$ cat src/rtl/scbrf_pkg.sv
// ----------------------------------------------------------------------------
// scbrf_pkg
// Types and constants shared by the status and control bit register file.
// ----------------------------------------------------------------------------
package scbrf_pkg;

  localparam int unsigned WordW  = 12;
  localparam int unsigned DesW   = 8;
  localparam int unsigned BitW   = 4;
  localparam int unsigned QuadW  = 3;
  localparam int unsigned WIdxW  = 5;

  // reciprocal of twelve, scaled by 2**11
  localparam int unsigned Recip12    = 171;
  localparam int unsigned Recip12Shr = 11;
  localparam int unsigned BitsPerWord = 12;

  // words with bits refreshed before a read or test
  localparam logic [DesW-1:0] WordMaint = 8'd6;
  localparam logic [DesW-1:0] WordMem   = 8'd14;
  localparam logic [DesW-1:0] WordModel = 8'd15;
  localparam logic [DesW-1:0] WordCpu   = 8'd16;

  localparam logic [QuadW-1:0] MaxQuads = 3'd4;

  // bit positions inside the refreshed words
  localparam int unsigned BitQuad0    = 8;
  localparam int unsigned BitModelOn  = 0;
  localparam int unsigned BitModelOff = 1;
  localparam int unsigned BitCpu2     = 2;
  localparam int unsigned BitStopped  = 0;
  localparam int unsigned BitStopClr  = 1;
  localparam int unsigned BitMonitor  = 3;
  localparam int unsigned BitMonClr   = 4;
  localparam int unsigned BitModelClr = 10;
  localparam int unsigned BitTopClr   = 11;

  // low four bits of word 3 count towards the error test
  localparam logic [WordW-1:0] ErrMask3 = 12'h00F;

  typedef enum logic [2:0] {
    ModeRead    = 3'd0,
    ModeTest    = 3'd1,
    ModeClear   = 3'd2,
    ModeTestClr = 3'd3,
    ModeSet     = 3'd4,
    ModeTestSet = 3'd5,
    ModeClrAll  = 3'd6,
    ModeTestErr = 3'd7
  } mode_e;

  typedef struct packed {
    logic             model_is_865;
    logic [QuadW-1:0] memory_quadrants;
    logic             second_cpu_present;
  } cfg_t;

  typedef struct packed {
    logic cpu0_stopped;
    logic cpu1_stopped;
    logic monitor_active;
  } cpu_status_t;

endpackage

$ cat src/rtl/scbrf_req_if.sv
// ----------------------------------------------------------------------------
// scbrf_req_if
// Request channel: operation, designator and live CPU status flags.
// ----------------------------------------------------------------------------
interface scbrf_req_if;
  logic                      valid;
  logic                      ready;
  logic [2:0]                mode;
  logic [scbrf_pkg::DesW-1:0] designator;
  logic                      cpu0_stopped;
  logic                      cpu1_stopped;
  logic                      monitor_active;

  modport source (output valid, mode, designator, cpu0_stopped, cpu1_stopped,
                  monitor_active, input ready);
  modport sink   (input valid, mode, designator, cpu0_stopped, cpu1_stopped,
                  monitor_active, output ready);
endinterface

$ cat src/rtl/scbrf_rsp_if.sv
// ----------------------------------------------------------------------------
// scbrf_rsp_if
// Response channel: one read data word per request.
// ----------------------------------------------------------------------------
interface scbrf_rsp_if;
  logic                        valid;
  logic                        ready;
  logic [scbrf_pkg::WordW-1:0] read_data;

  modport source (output valid, read_data, input ready);
  modport sink   (input valid, read_data, output ready);
endinterface

$ cat src/rtl/status_control_bit_register_file_core.sv
// ----------------------------------------------------------------------------
// status_control_bit_register_file_core
// Status and control bit register file with word and bit operations.
// ----------------------------------------------------------------------------
// One request per clock cycle is taken whenever the sink is ready: the
// request lands in an input register, the addressed status word goes through
// one read-modify-write from there and the result is captured in
// the output register at the same edge that writes the word back. Clear all
// and the error test act on the whole flop file at that edge. The output
// register holds its beat under backpressure while the input register takes
// one more beat and then holds the request channel off, so throughput stays at
// one beat per cycle whenever the sink is ready. The user writes configuration
// through the APB port only while idle; the block does not enforce this.
module status_control_bit_register_file_core #(
  parameter int unsigned NUM_WORDS = 17
) (
  input  logic               clk_i,
  input  logic               rst_ni,
  scbrf_req_if.sink          req_i,
  scbrf_rsp_if.source        rsp_o,
  input  logic               psel,
  input  logic               penable,
  input  logic               pwrite,
  input  logic [3:0]         paddr,
  input  logic [31:0]        pwdata,
  output logic [31:0]        prdata,
  output logic               pready
);

  localparam int unsigned IdxW = $clog2(NUM_WORDS);

  typedef enum logic [1:0] {
    RegModel = 2'd0,
    RegQuads = 2'd1,
    RegCpu2  = 2'd2
  } cfg_reg_e;

  // configuration
  scbrf_pkg::cfg_t cfg_q;
  cfg_reg_e        reg_sel;
  logic            cfg_wr;

  assign pready  = 1'b1;
  assign reg_sel = cfg_reg_e'(paddr[3:2]);
  assign cfg_wr  = psel & penable & pwrite;

  always_ff @(posedge clk_i or negedge rst_ni) begin
    if (!rst_ni) begin
      cfg_q <= '0;
    end else if (cfg_wr) begin
      unique case (reg_sel)
        RegModel: cfg_q.model_is_865       <= pwdata[0];
        RegQuads: cfg_q.memory_quadrants   <= pwdata[scbrf_pkg::QuadW-1:0];
        RegCpu2:  cfg_q.second_cpu_present <= pwdata[0];
        default:  ;
      endcase
    end
  end

  always_comb begin
    unique case (reg_sel)
      RegModel: prdata = 32'(cfg_q.model_is_865);
      RegQuads: prdata = 32'(cfg_q.memory_quadrants);
      RegCpu2:  prdata = 32'(cfg_q.second_cpu_present);
      default:  prdata = '0;
    endcase
  end

  // input register
  logic                          in_vld_q;
  scbrf_pkg::mode_e              mode_q;
  logic [scbrf_pkg::DesW-1:0]    des_q;
  scbrf_pkg::cpu_status_t        cpu_q;
  logic                          out_vld_q;
  logic [scbrf_pkg::WordW-1:0]   out_data_q;
  logic                          advance;
  logic                          fire;

  assign advance     = !out_vld_q || rsp_o.ready;
  assign req_i.ready = !in_vld_q || advance;
  assign fire        = in_vld_q && advance;

  always_ff @(posedge clk_i or negedge rst_ni) begin
    if (!rst_ni) begin
      in_vld_q <= 1'b0;
    end else if (req_i.ready) begin
      in_vld_q <= req_i.valid;
    end
  end

  always_ff @(posedge clk_i) begin
    if (req_i.valid && req_i.ready) begin
      mode_q <= scbrf_pkg::mode_e'(req_i.mode);
      des_q  <= req_i.designator;
      cpu_q  <= '{cpu0_stopped:   req_i.cpu0_stopped,
                  cpu1_stopped:   req_i.cpu1_stopped,
                  monitor_active: req_i.monitor_active};
    end
  end

  // word and bit from the designator: divide by twelve through the reciprocal; a read takes the designator as the word
  logic [2*scbrf_pkg::DesW-1:0]  prod;
  logic [scbrf_pkg::WIdxW-1:0]   bit_word;
  logic [scbrf_pkg::DesW-1:0]    rem_full;
  logic [scbrf_pkg::BitW-1:0]    bit_idx;
  logic [scbrf_pkg::DesW-1:0]    word_idx;
  logic                          in_range;
  logic [IdxW-1:0]               widx;

  assign prod     = (2*scbrf_pkg::DesW)'(des_q) *
                    (2*scbrf_pkg::DesW)'(scbrf_pkg::Recip12);
  assign bit_word = prod[scbrf_pkg::Recip12Shr +: scbrf_pkg::WIdxW];
  assign rem_full = des_q - scbrf_pkg::DesW'(bit_word) *
                    scbrf_pkg::DesW'(scbrf_pkg::BitsPerWord);
  assign bit_idx  = rem_full[scbrf_pkg::BitW-1:0];
  assign word_idx = (mode_q == scbrf_pkg::ModeRead) ? des_q :
                    scbrf_pkg::DesW'(bit_word);
  assign in_range = (word_idx < scbrf_pkg::DesW'(NUM_WORDS));
  assign widx     = word_idx[IdxW-1:0];

  // status word file
  logic [scbrf_pkg::WordW-1:0]   words_q [NUM_WORDS];
  logic [scbrf_pkg::WordW-1:0]   cur_word;
  logic [scbrf_pkg::WordW-1:0]   new_word;
  logic                          bit_res;
  logic                          word_op;
  logic                          err_any;

  assign cur_word = in_range ? words_q[widx] : '0;

  scbrf_alu u_alu (
    .mode_i     (mode_q),
    .word_idx_i (word_idx),
    .bit_idx_i  (bit_idx),
    .word_i     (cur_word),
    .cfg_i      (cfg_q),
    .cpu_i      (cpu_q),
    .word_o     (new_word),
    .result_o   (bit_res)
  );

  assign word_op = (mode_q != scbrf_pkg::ModeClrAll) && (mode_q != scbrf_pkg::ModeTestErr);
  assign err_any = (|words_q[0]) || (|words_q[1]) || (|words_q[2]) ||
                   (|(words_q[3] & scbrf_pkg::ErrMask3));

  always_ff @(posedge clk_i or negedge rst_ni) begin
    if (!rst_ni) begin
      for (int i = 0; i < NUM_WORDS; i++) begin
        words_q[i] <= '0;
      end
    end else if (fire) begin
      if (mode_q == scbrf_pkg::ModeClrAll) begin
        for (int i = 0; i < NUM_WORDS; i++) begin
          words_q[i] <= '0;
        end
      end else if (word_op && in_range) begin
        words_q[widx] <= new_word;
      end
    end
  end

  // result register
  logic [scbrf_pkg::WordW-1:0] res_d;

  always_comb begin
    unique case (mode_q)
      scbrf_pkg::ModeRead:    res_d = new_word;
      scbrf_pkg::ModeTestErr: res_d = scbrf_pkg::WordW'(err_any);
      scbrf_pkg::ModeClrAll:  res_d = '0;
      default:                res_d = scbrf_pkg::WordW'(bit_res & in_range);
    endcase
    if (!in_range && (mode_q == scbrf_pkg::ModeRead)) begin
      res_d = '0;
    end
  end

  always_ff @(posedge clk_i or negedge rst_ni) begin
    if (!rst_ni) begin
      out_vld_q <= 1'b0;
    end else if (advance) begin
      out_vld_q <= in_vld_q;
    end
  end

  always_ff @(posedge clk_i) begin
    if (fire) begin
      out_data_q <= res_d;
    end
  end

  assign rsp_o.valid     = out_vld_q;
  assign rsp_o.read_data = out_data_q;

endmodule

$ cat src/rtl/scbrf_alu.sv
// ----------------------------------------------------------------------------
// scbrf_alu
// Refresh of dynamic bits and bit operation on the addressed status word.
// ----------------------------------------------------------------------------
module scbrf_alu (
  input  scbrf_pkg::mode_e                 mode_i,
  input  logic [scbrf_pkg::DesW-1:0]       word_idx_i,
  input  logic [scbrf_pkg::BitW-1:0]       bit_idx_i,
  input  logic [scbrf_pkg::WordW-1:0]      word_i,
  input  scbrf_pkg::cfg_t                  cfg_i,
  input  scbrf_pkg::cpu_status_t           cpu_i,
  output logic [scbrf_pkg::WordW-1:0]      word_o,
  output logic                             result_o
);

  logic                          do_refresh;
  logic [scbrf_pkg::WordW-1:0]   fresh;
  logic [scbrf_pkg::WordW-1:0]   mask;
  logic [scbrf_pkg::QuadW-1:0]   quads;
  logic                          hit;

  assign do_refresh = (mode_i == scbrf_pkg::ModeRead)    ||
                      (mode_i == scbrf_pkg::ModeTest)    ||
                      (mode_i == scbrf_pkg::ModeTestClr) ||
                      (mode_i == scbrf_pkg::ModeTestSet);

  // quadrant counts above the maximum act as none installed
  assign quads = (cfg_i.memory_quadrants <= scbrf_pkg::MaxQuads) ?
                 cfg_i.memory_quadrants : '0;

  always_comb begin
    fresh = word_i;
    if (do_refresh) begin
      if (word_idx_i == scbrf_pkg::WordMaint) begin
        fresh[3:0] = '0;
      end else if (word_idx_i == scbrf_pkg::WordMem) begin
        if (cfg_i.model_is_865) begin
          for (int i = 0; i < 4; i++) begin
            fresh[scbrf_pkg::BitQuad0 + i] = (scbrf_pkg::QuadW'(i) < quads);
          end
        end
      end else if (word_idx_i == scbrf_pkg::WordModel) begin
        if (cfg_i.model_is_865) begin
          fresh[scbrf_pkg::BitModelOn]  = 1'b1;
          fresh[scbrf_pkg::BitModelOff] = 1'b0;
          fresh[scbrf_pkg::BitCpu2]     = cfg_i.second_cpu_present;
        end
      end else if (word_idx_i == scbrf_pkg::WordCpu) begin
        fresh[scbrf_pkg::BitStopped] = cpu_i.cpu0_stopped |
                                       (cfg_i.second_cpu_present & cpu_i.cpu1_stopped);
        fresh[scbrf_pkg::BitStopClr] = 1'b0;
        fresh[scbrf_pkg::BitMonitor] = cpu_i.monitor_active;
        fresh[scbrf_pkg::BitMonClr]  = 1'b0;
        if (cfg_i.model_is_865) begin
          fresh[scbrf_pkg::BitModelClr] = 1'b0;
        end
        fresh[scbrf_pkg::BitTopClr]  = 1'b0;
      end
    end
  end

  assign mask = scbrf_pkg::WordW'(1) << bit_idx_i;
  assign hit  = |(fresh & mask);

  always_comb begin
    word_o   = fresh;
    result_o = 1'b0;
    unique case (mode_i)
      scbrf_pkg::ModeTest:    result_o = hit;
      scbrf_pkg::ModeClear:   word_o   = fresh & ~mask;
      scbrf_pkg::ModeTestClr: begin
        result_o = hit;
        word_o   = fresh & ~mask;
      end
      scbrf_pkg::ModeSet:     word_o   = fresh | mask;
      scbrf_pkg::ModeTestSet: begin
        result_o = hit;
        word_o   = fresh | mask;
      end
      default: begin
        word_o   = fresh;
        result_o = 1'b0;
      end
    endcase
  end

endmodule
$ cat src/flat_wrapper.sv
// flat-port wrapper written by rule: the top's interface ports become plain ports
module status_control_bit_register_file_core_flat 
#(
  parameter int unsigned NUM_WORDS = 17
)
  (clk_i, rst_ni, psel, penable, pwrite, paddr, pwdata, prdata, pready, req_i_valid, req_i_mode, req_i_designator, req_i_cpu0_stopped, req_i_cpu1_stopped, req_i_monitor_active, req_i_ready, rsp_o_valid, rsp_o_read_data, rsp_o_ready);
  scbrf_req_if req_i_i ();
  scbrf_rsp_if rsp_o_i ();
  input  logic clk_i;
  input  logic rst_ni;
  input  logic psel;
  input  logic penable;
  input  logic pwrite;
  input  logic [3:0] paddr;
  input  logic [31:0] pwdata;
  output logic [31:0] prdata;
  output logic pready;
  input wire logic [$bits(req_i_i.valid)-1:0] req_i_valid;
  input wire logic [$bits(req_i_i.mode)-1:0] req_i_mode;
  input wire logic [$bits(req_i_i.designator)-1:0] req_i_designator;
  input wire logic [$bits(req_i_i.cpu0_stopped)-1:0] req_i_cpu0_stopped;
  input wire logic [$bits(req_i_i.cpu1_stopped)-1:0] req_i_cpu1_stopped;
  input wire logic [$bits(req_i_i.monitor_active)-1:0] req_i_monitor_active;
  output wire logic [$bits(req_i_i.ready)-1:0] req_i_ready;
  output wire logic [$bits(rsp_o_i.valid)-1:0] rsp_o_valid;
  output wire logic [$bits(rsp_o_i.read_data)-1:0] rsp_o_read_data;
  input wire logic [$bits(rsp_o_i.ready)-1:0] rsp_o_ready;
  assign req_i_i.valid = req_i_valid;
  assign req_i_i.mode = req_i_mode;
  assign req_i_i.designator = req_i_designator;
  assign req_i_i.cpu0_stopped = req_i_cpu0_stopped;
  assign req_i_i.cpu1_stopped = req_i_cpu1_stopped;
  assign req_i_i.monitor_active = req_i_monitor_active;
  assign req_i_ready = req_i_i.ready;
  assign rsp_o_valid = rsp_o_i.valid;
  assign rsp_o_read_data = rsp_o_i.read_data;
  assign rsp_o_i.ready = rsp_o_ready;
  status_control_bit_register_file_core #(.NUM_WORDS(NUM_WORDS)) u_core (.clk_i(clk_i), .rst_ni(rst_ni), .req_i(req_i_i), .rsp_o(rsp_o_i), .psel(psel), .penable(penable), .pwrite(pwrite), .paddr(paddr), .pwdata(pwdata), .prdata(prdata), .pready(pready));
endmodule
$ cat config.mk
export PLATFORM = sky130hd
export DESIGN_NAME = status_control_bit_register_file_core_flat
export DESIGN_NICKNAME = d
export VERILOG_FILES = /design/src/rtl/scbrf_pkg.sv /design/src/rtl/scbrf_req_if.sv /design/src/rtl/scbrf_rsp_if.sv /design/src/rtl/status_control_bit_register_file_core.sv /design/src/rtl/scbrf_alu.sv /design/src/flat_wrapper.sv
export SDC_FILE = /design/constraint.sdc
export NUM_CORES = 1
export LEC_CHECK = 0
export BUFFER_PORTS_ARGS = -buffer_cell sky130_fd_sc_hd__buf_2
export CAP_MARGIN = 10
export CELL_PAD_IN_SITES_DETAIL_PLACEMENT = 1
export CELL_PAD_IN_SITES_GLOBAL_PLACEMENT = 1
export CORE_ASPECT_RATIO = 1.5
export CORE_MARGIN = 10
export CORE_UTILIZATION = 35
export CTS_CLUSTER_DIAMETER = 60
export DETAILED_ROUTE_END_ITERATION = 10
export GPL_TIMING_DRIVEN = 0
export HOLD_SLACK_MARGIN = 0.02
export MAX_ROUTING_LAYER = met4
export PLACE_DENSITY_LB_ADDON = 0.1
export SLEW_MARGIN = 25
export SYNTH_ARGS = -nofsm -noshare
export SYNTH_HDL_FRONTEND = slang
export SYNTH_SLANG_ARGS = --single-unit
$ cat constraint.sdc
create_clock -name clk_i -period 7.5 [get_ports clk_i]
set_clock_uncertainty 0.05 [all_clocks]
set_input_delay 1.5 -clock clk_i [delete_from_list [all_inputs] [get_ports clk_i]]
set_output_delay 1.5 -clock clk_i [all_outputs]
set_load 0.02 [all_outputs]
== After elaboration in Yosys (flattened, before gate mapping) ==
Index checks and enable logic that the tools add are counted.
Widths: inputs -> output; s select.

* Add/subtract/negate cells: 1
* Multipliers: 2
* $lt $le $gt $ge: 8
* Eq/ne operators: 15
* Shift operators: 1
* Mux-type cells: 33
* Bitwise operators: 10
* Reductions and logical operators: 32

{| class="wikitable"
|+ Operators with widths
! cell !! number
|-
| $mux 204 || 2
|-
| $bwmux 204 || 1
|-
| $bmux 12 s5 || 1
|-
| $demux 12 s5 || 1
|-
| $mux 12 || 4
|-
| $reduce_or 12->1 || 4
|-
| $pmux 12 s3 || 1
|-
| $and 12x12->12 || 2
|-
| $pmux 12 s2 || 1
|-
| $eq 8x4->1 const B || 2
|-
| $mul 8x8->16 const B || 1
|-
| $mux 2 || 8
|-
| $mux 4 || 4
|-
| $eq 3x3->1 const B || 4
|-
| $not 12->12 || 1
|-
| $or 12x12->12 || 1
|-
| $shl 1x4->12 const A || 1
|-
| $mux 5 || 2
|-
| $pmux 3 s3 || 1
|-
| $eq 8x3->1 const B || 1
|-
| $eq 8x5->1 const B || 1
|-
| $logic_or 1x1->1 || 8
|-
| $lt 8x5->1 const B || 1
|-
| $mux 8 || 1
|-
| other kinds (26) || 48
|}

* Register bits: 237
* Input bits: 57
* Word-level logic and storage cells: 130

== Longest topological paths before layout ==
* Word-level depth: 18
* Mapped depth: 24
* Mapped depth without buffers: 21

== Modules after synthesis ==
From an unflattened synthesis, not the netlist that was laid out.

* Cells, all modules: 1322
* Area total of the unflattened synthesis: 13947.1 µm²

{| class="wikitable"
|+ By module, submodules not included
! module !! times used !! cells an instance !! area an instance (µm²) !! sequential area each (µm²)
|-
| status_control_bit_register_file_core || 1 || 1172 || 13053.8 || 6060.8
|-
| scbrf_alu || 1 || 150 || 893.4 || 0.0
|}

== Least setup slack after synthesis ==
OpenSTA, ideal clock, no wires.

* Path kind: register to register
* Start point: register u_core.des_q[3] (netlist bit)
* End point: register u_core.out_data_q, in the netlist u_core.rsp_o.read_data[6], data pin
* Setup time: 262 ps
* Arrival: 5391 ps
* Path slack: 1798 ps
* Cell stages (with the launch flop): 24
* Buffers on the path: 4
* Cells stage by stage: edfxtp_1 ha_1 fa_1 fa_1 inv_1 fa_1 inv_1 ha_1 a211o_1 a21oi_2 o31a_1 o311a_1 buf_2 buf_2 buf_2 mux2i_1 o22ai_1 a31oi_1 o21ai_0 o21ai_1 o21ai_0 o2bb2ai_1 buf_2 nor2b_1

* Longest elaborated chain between the ends: 10
* Elaborated cells on any way between the ends: 18

{| class="wikitable"
|+ RTL lines
! what !! RTL line !! text
|-
| from (decl) || status_control_bit_register_file_core.sv:72 || <nowiki>logic [scbrf_pkg::DesW-1:0] des_q;</nowiki>
|-
| from (signal assigned) || status_control_bit_register_file_core.sv:94 || <nowiki>des_q <= req_i.designator;</nowiki>
|-
| branches (longest 10 deep; another with $mul 8x8->16) || - ||
|-
| to (signal assigned) || status_control_bit_register_file_core.sv:187 || <nowiki>out_data_q <= res_d;</nowiki>
|-
| to (decl) || status_control_bit_register_file_core.sv:75 || <nowiki>logic [scbrf_pkg::WordW-1:0] out_data_q;</nowiki>
|}

Parallel ways; which one is timed is not known. The select of a mux whose other input is x is not followed.
A chain may end at the register's enable or synchronous reset.

== Worst setup path in the final report ==
Same ends and word-level chain as after synthesis.

==> metrics.txt <==
outcome completed; CP Class reg2reg; first-pass GRT wire length 85.0 mm; area fraction of the dominant cell type after synthesis 39.4%; worst path arrival time 7.53 ns; Final Power 7.47 mW; Clock transition at path regs 0.07 ns; Final HPWL DP 43.2 mm; initial antenna violation count 1; fmax 137 MHz; design area 15600 µm²; die area 46700 µm²; CTS tree yes; Inserted Clock Buffers 27; final setup vio count 0; clk sinks 237; placer congestion estimate 0.939; Tcrit/Tclk final 97.3%; post-synthesis async set-or-reset flop share 89.0%; final setup margin 0.205 ns; DRC 0; # port buffers 42; Synth area leaders dfrtp_1, o21ai_0, nand2_1; Max-slew headroom 33.2%; Post-synth top flop dfrtp_1; DRT iter0 DRCs 910; Synth Area in XOR/XNOR 0.327%; routed len/inst 28.6 µm; maxcap violations 0; Startpoint Class flip-flop; fillers 4332; CP Data Required Time 7.74 ns; Post-Place Cells 1948; Root Buffer Master clkbuf_16; area occupied by multi-input gates 6850 µm²; area share of fa/ha/maj cells after synthesis 5.71%; Worst Setup End Kind flip-flop; synthesized area per cell 9.68 µm²; cell with the most instances after synthesis nand2_1; num ports 104; Cell Area, Synth 13400 µm²; sequential cell area fraction in the yosys report 45.2%; Die X-Extent 180 µm; vias in the first global route 12700; Ys Warns 0; combinational family with the most area after synthesis compound AO/OA/AOI/OAI gates; most area-hungry cell type in the Yosys netlist dfrtp_1; Hold-fix buffers, CTS 0; mux share of post-synthesis cell area 6.48%; Hold Vio Cnt, Final 0; Compound-Gate Fraction of Synth Area 22.3%; total grt overflow 0; setup_tns 0 ns; Finished Layout Cells 2001; Synth top cells by count nand2_1, dfrtp_1, o21ai_0; Chip Height 260 µm; post-layout min period 7.30 ns; DRT Pass-1 Iters 5; FF/Latch Area 6060 µm²; CTS max path bufs 3; Post-Synth Simple-Gate Area 14.1%; Post-synth EDFFs 26; row count 87; final wirelength 57.3 mm; Starting Density 35.5%; core area 37800 µm²; Synth cell types 84; via density per instance 5.90; worst hold path class reg2reg; Setup WS pre-CTS -0.430 ns; peak supply drop 181 µV; Cell Pwr Density 479 nW/µm²; Cells after Synth 1385; Max FO, Critical Path 11; via count 11800; post-detailed-route count of antenna-violating nets 0; Yosys reg bits 237; Least-Margin Pin Slew 1.00 ns; Layout area overhead 16.2%; fin. max-slew vios 0; layout cells sized above 1 15.2%; largest net degree at the start of global routing 84; Placed Area 14400 µm²; number of nets in the layout 1601; Max H-tree Level 1; LEAKAGE 6.83 nW; GRT Total Usage 24.7%; Clock Latency Late Sink 0.56 ns
## cells in the final DEF (no fill, tap or decap), drive strengths merged, types with 9 or more instances in the layout
| cell | Yosys | layout |
|---|---|---|
| nand2 | 218 | 218 |
| dfrtp | 211 | 211 |
| o21ai | 184 | 184 |
| buf | 74 | 118 |
| a22o | 87 | 87 |
| nor2 | 69 | 69 |
| clkbuf | 30 | 67 |
| mux2i | 52 | 52 |
| inv | 48 | 50 |
| ha | 42 | 42 |
| a21oi | 36 | 36 |
| conb | 2 | 30 |
| nor3 | 29 | 29 |
| nand3 | 28 | 28 |
| edfxtp | 26 | 26 |
| a211oi | 21 | 21 |
| mux2 | 17 | 17 |
| nor4 | 16 | 16 |
| a21boi | 15 | 15 |
| fa | 12 | 12 |
| nand2b | 11 | 11 |
| a31oi | 11 | 11 |
| and2 | 11 | 11 |
| o22ai | 11 | 11 |
| o211ai | 9 | 9 |
## sequential cells by signal, summed over array words and instances, names as in the netlist
register	count
u_core.cpu_q	3
u_core.mode_q	3
u_core.words_q	204
u_core.cfg_q	5
u_core.in_vld_q	1
u_core.des_q	8
u_core.rsp_o.read_data	12
u_core.rsp_o.valid	1
## worst paths after layout
path / start / end / slack (ns) / cells past startpoint
worst max-delay path: u_core.des_q[3] / u_core.rsp_o.read_data[6] / 0.20 / 22
worst min-delay path: u_core.words_q[36] / u_core.words_q[36] / 0.43 / 2
worst max register to register: u_core.des_q[3] / u_core.rsp_o.read_data[6] / 0.20 / 22
worst min register to register: u_core.words_q[36] / u_core.words_q[36] / 0.43 / 2
max in group asynchronous: rst_ni / u_core.words_q[125] / 5.38 / 4
min in group asynchronous: rst_ni / u_core.rsp_o.valid / 0.90 / 2
## stage by stage
stage / hold slack (ns) / util, %
final: 0.428 / 41.3
after global routing: 0.456 / 41.3
after CTS: 0.433 / 40.9
after detailed placement: 0.417 / 38.2
after global placement: 0.409 / 38.0
after floorplan: 0.394 / -
## worst max-delay path: stages (launching register included)
cell	delay [ns]
edfxtp_1	0.53
ha_1	0.37
fa_1	0.46
fa_1	0.51
inv_1	0.05
fa_1	0.48
inv_1	0.04
ha_1	0.30
a31oi_1	0.20
nor2b_1	0.10
a21oi_2	0.36
mux2_2	0.46
nor2_8	0.32
buf_6	0.25
buf_8	0.20
buf_8	0.19
mux2i_1	0.46
o221ai_1	0.31
o21ai_2	0.36
o21ai_0	0.24
o2bb2ai_4	0.25
buf_2	0.30
nor2b_1	0.18
## where the power goes
| part | leakage, nW | internal (mW) | switching (mW) |
|---|---|---|---|
| Sequential | 3.16 | 1.67 | 0.264 |
| Clock | 0.446 | 0.827 | 0.595 |
| Combinational | 3.23 | 1.20 | 2.92 |
## metal layers
layer / share of wire (%) / track usage [%] / wire [µm]
met5: 0 / - / 0
met4: 6.5 / 14.6 / 3700
met3: 5.1 / 4.07 / 2930
met2: 50 / 42.1 / 28700
met1: 38 / 26.9 / 22000
## what timing repair did
item	4_1_cts	5_1_grt
gates resized for setup	15	23
hold endpoints to repair	0	0
cloned	0	0
setup endpoints to repair	105	134
buffers inserted	0	3
pin swaps	0	2
## cell families (layout without fill, tap and decap cells)
logic type,count (synthesis),after routing
AO/OA/AOI/OAI,443,443
XOR/XNOR,5,5
adder cells (fa/ha/maj),54,54
buffers and inverters,152,249
flip-flops,237,237
multiplexers,76,76
other,2,32
AND/OR/NAND/NOR,416,416
## cell type report
class / count / share of cell area, %
inverter: 48 / 1.16
tap: 489 / 3.92
clock inverter: 15 / 1.34
multi-input combinational: 1024 / 44.0
sequential: 237 / 38.9
antenna: 2 / 0.0321
timing repair buffer: 49 / 2.14
clock buffer: 34 / 4.63
buffer: 103 / 3.94
No activity file was read; power rests on OpenSTA's default activity.
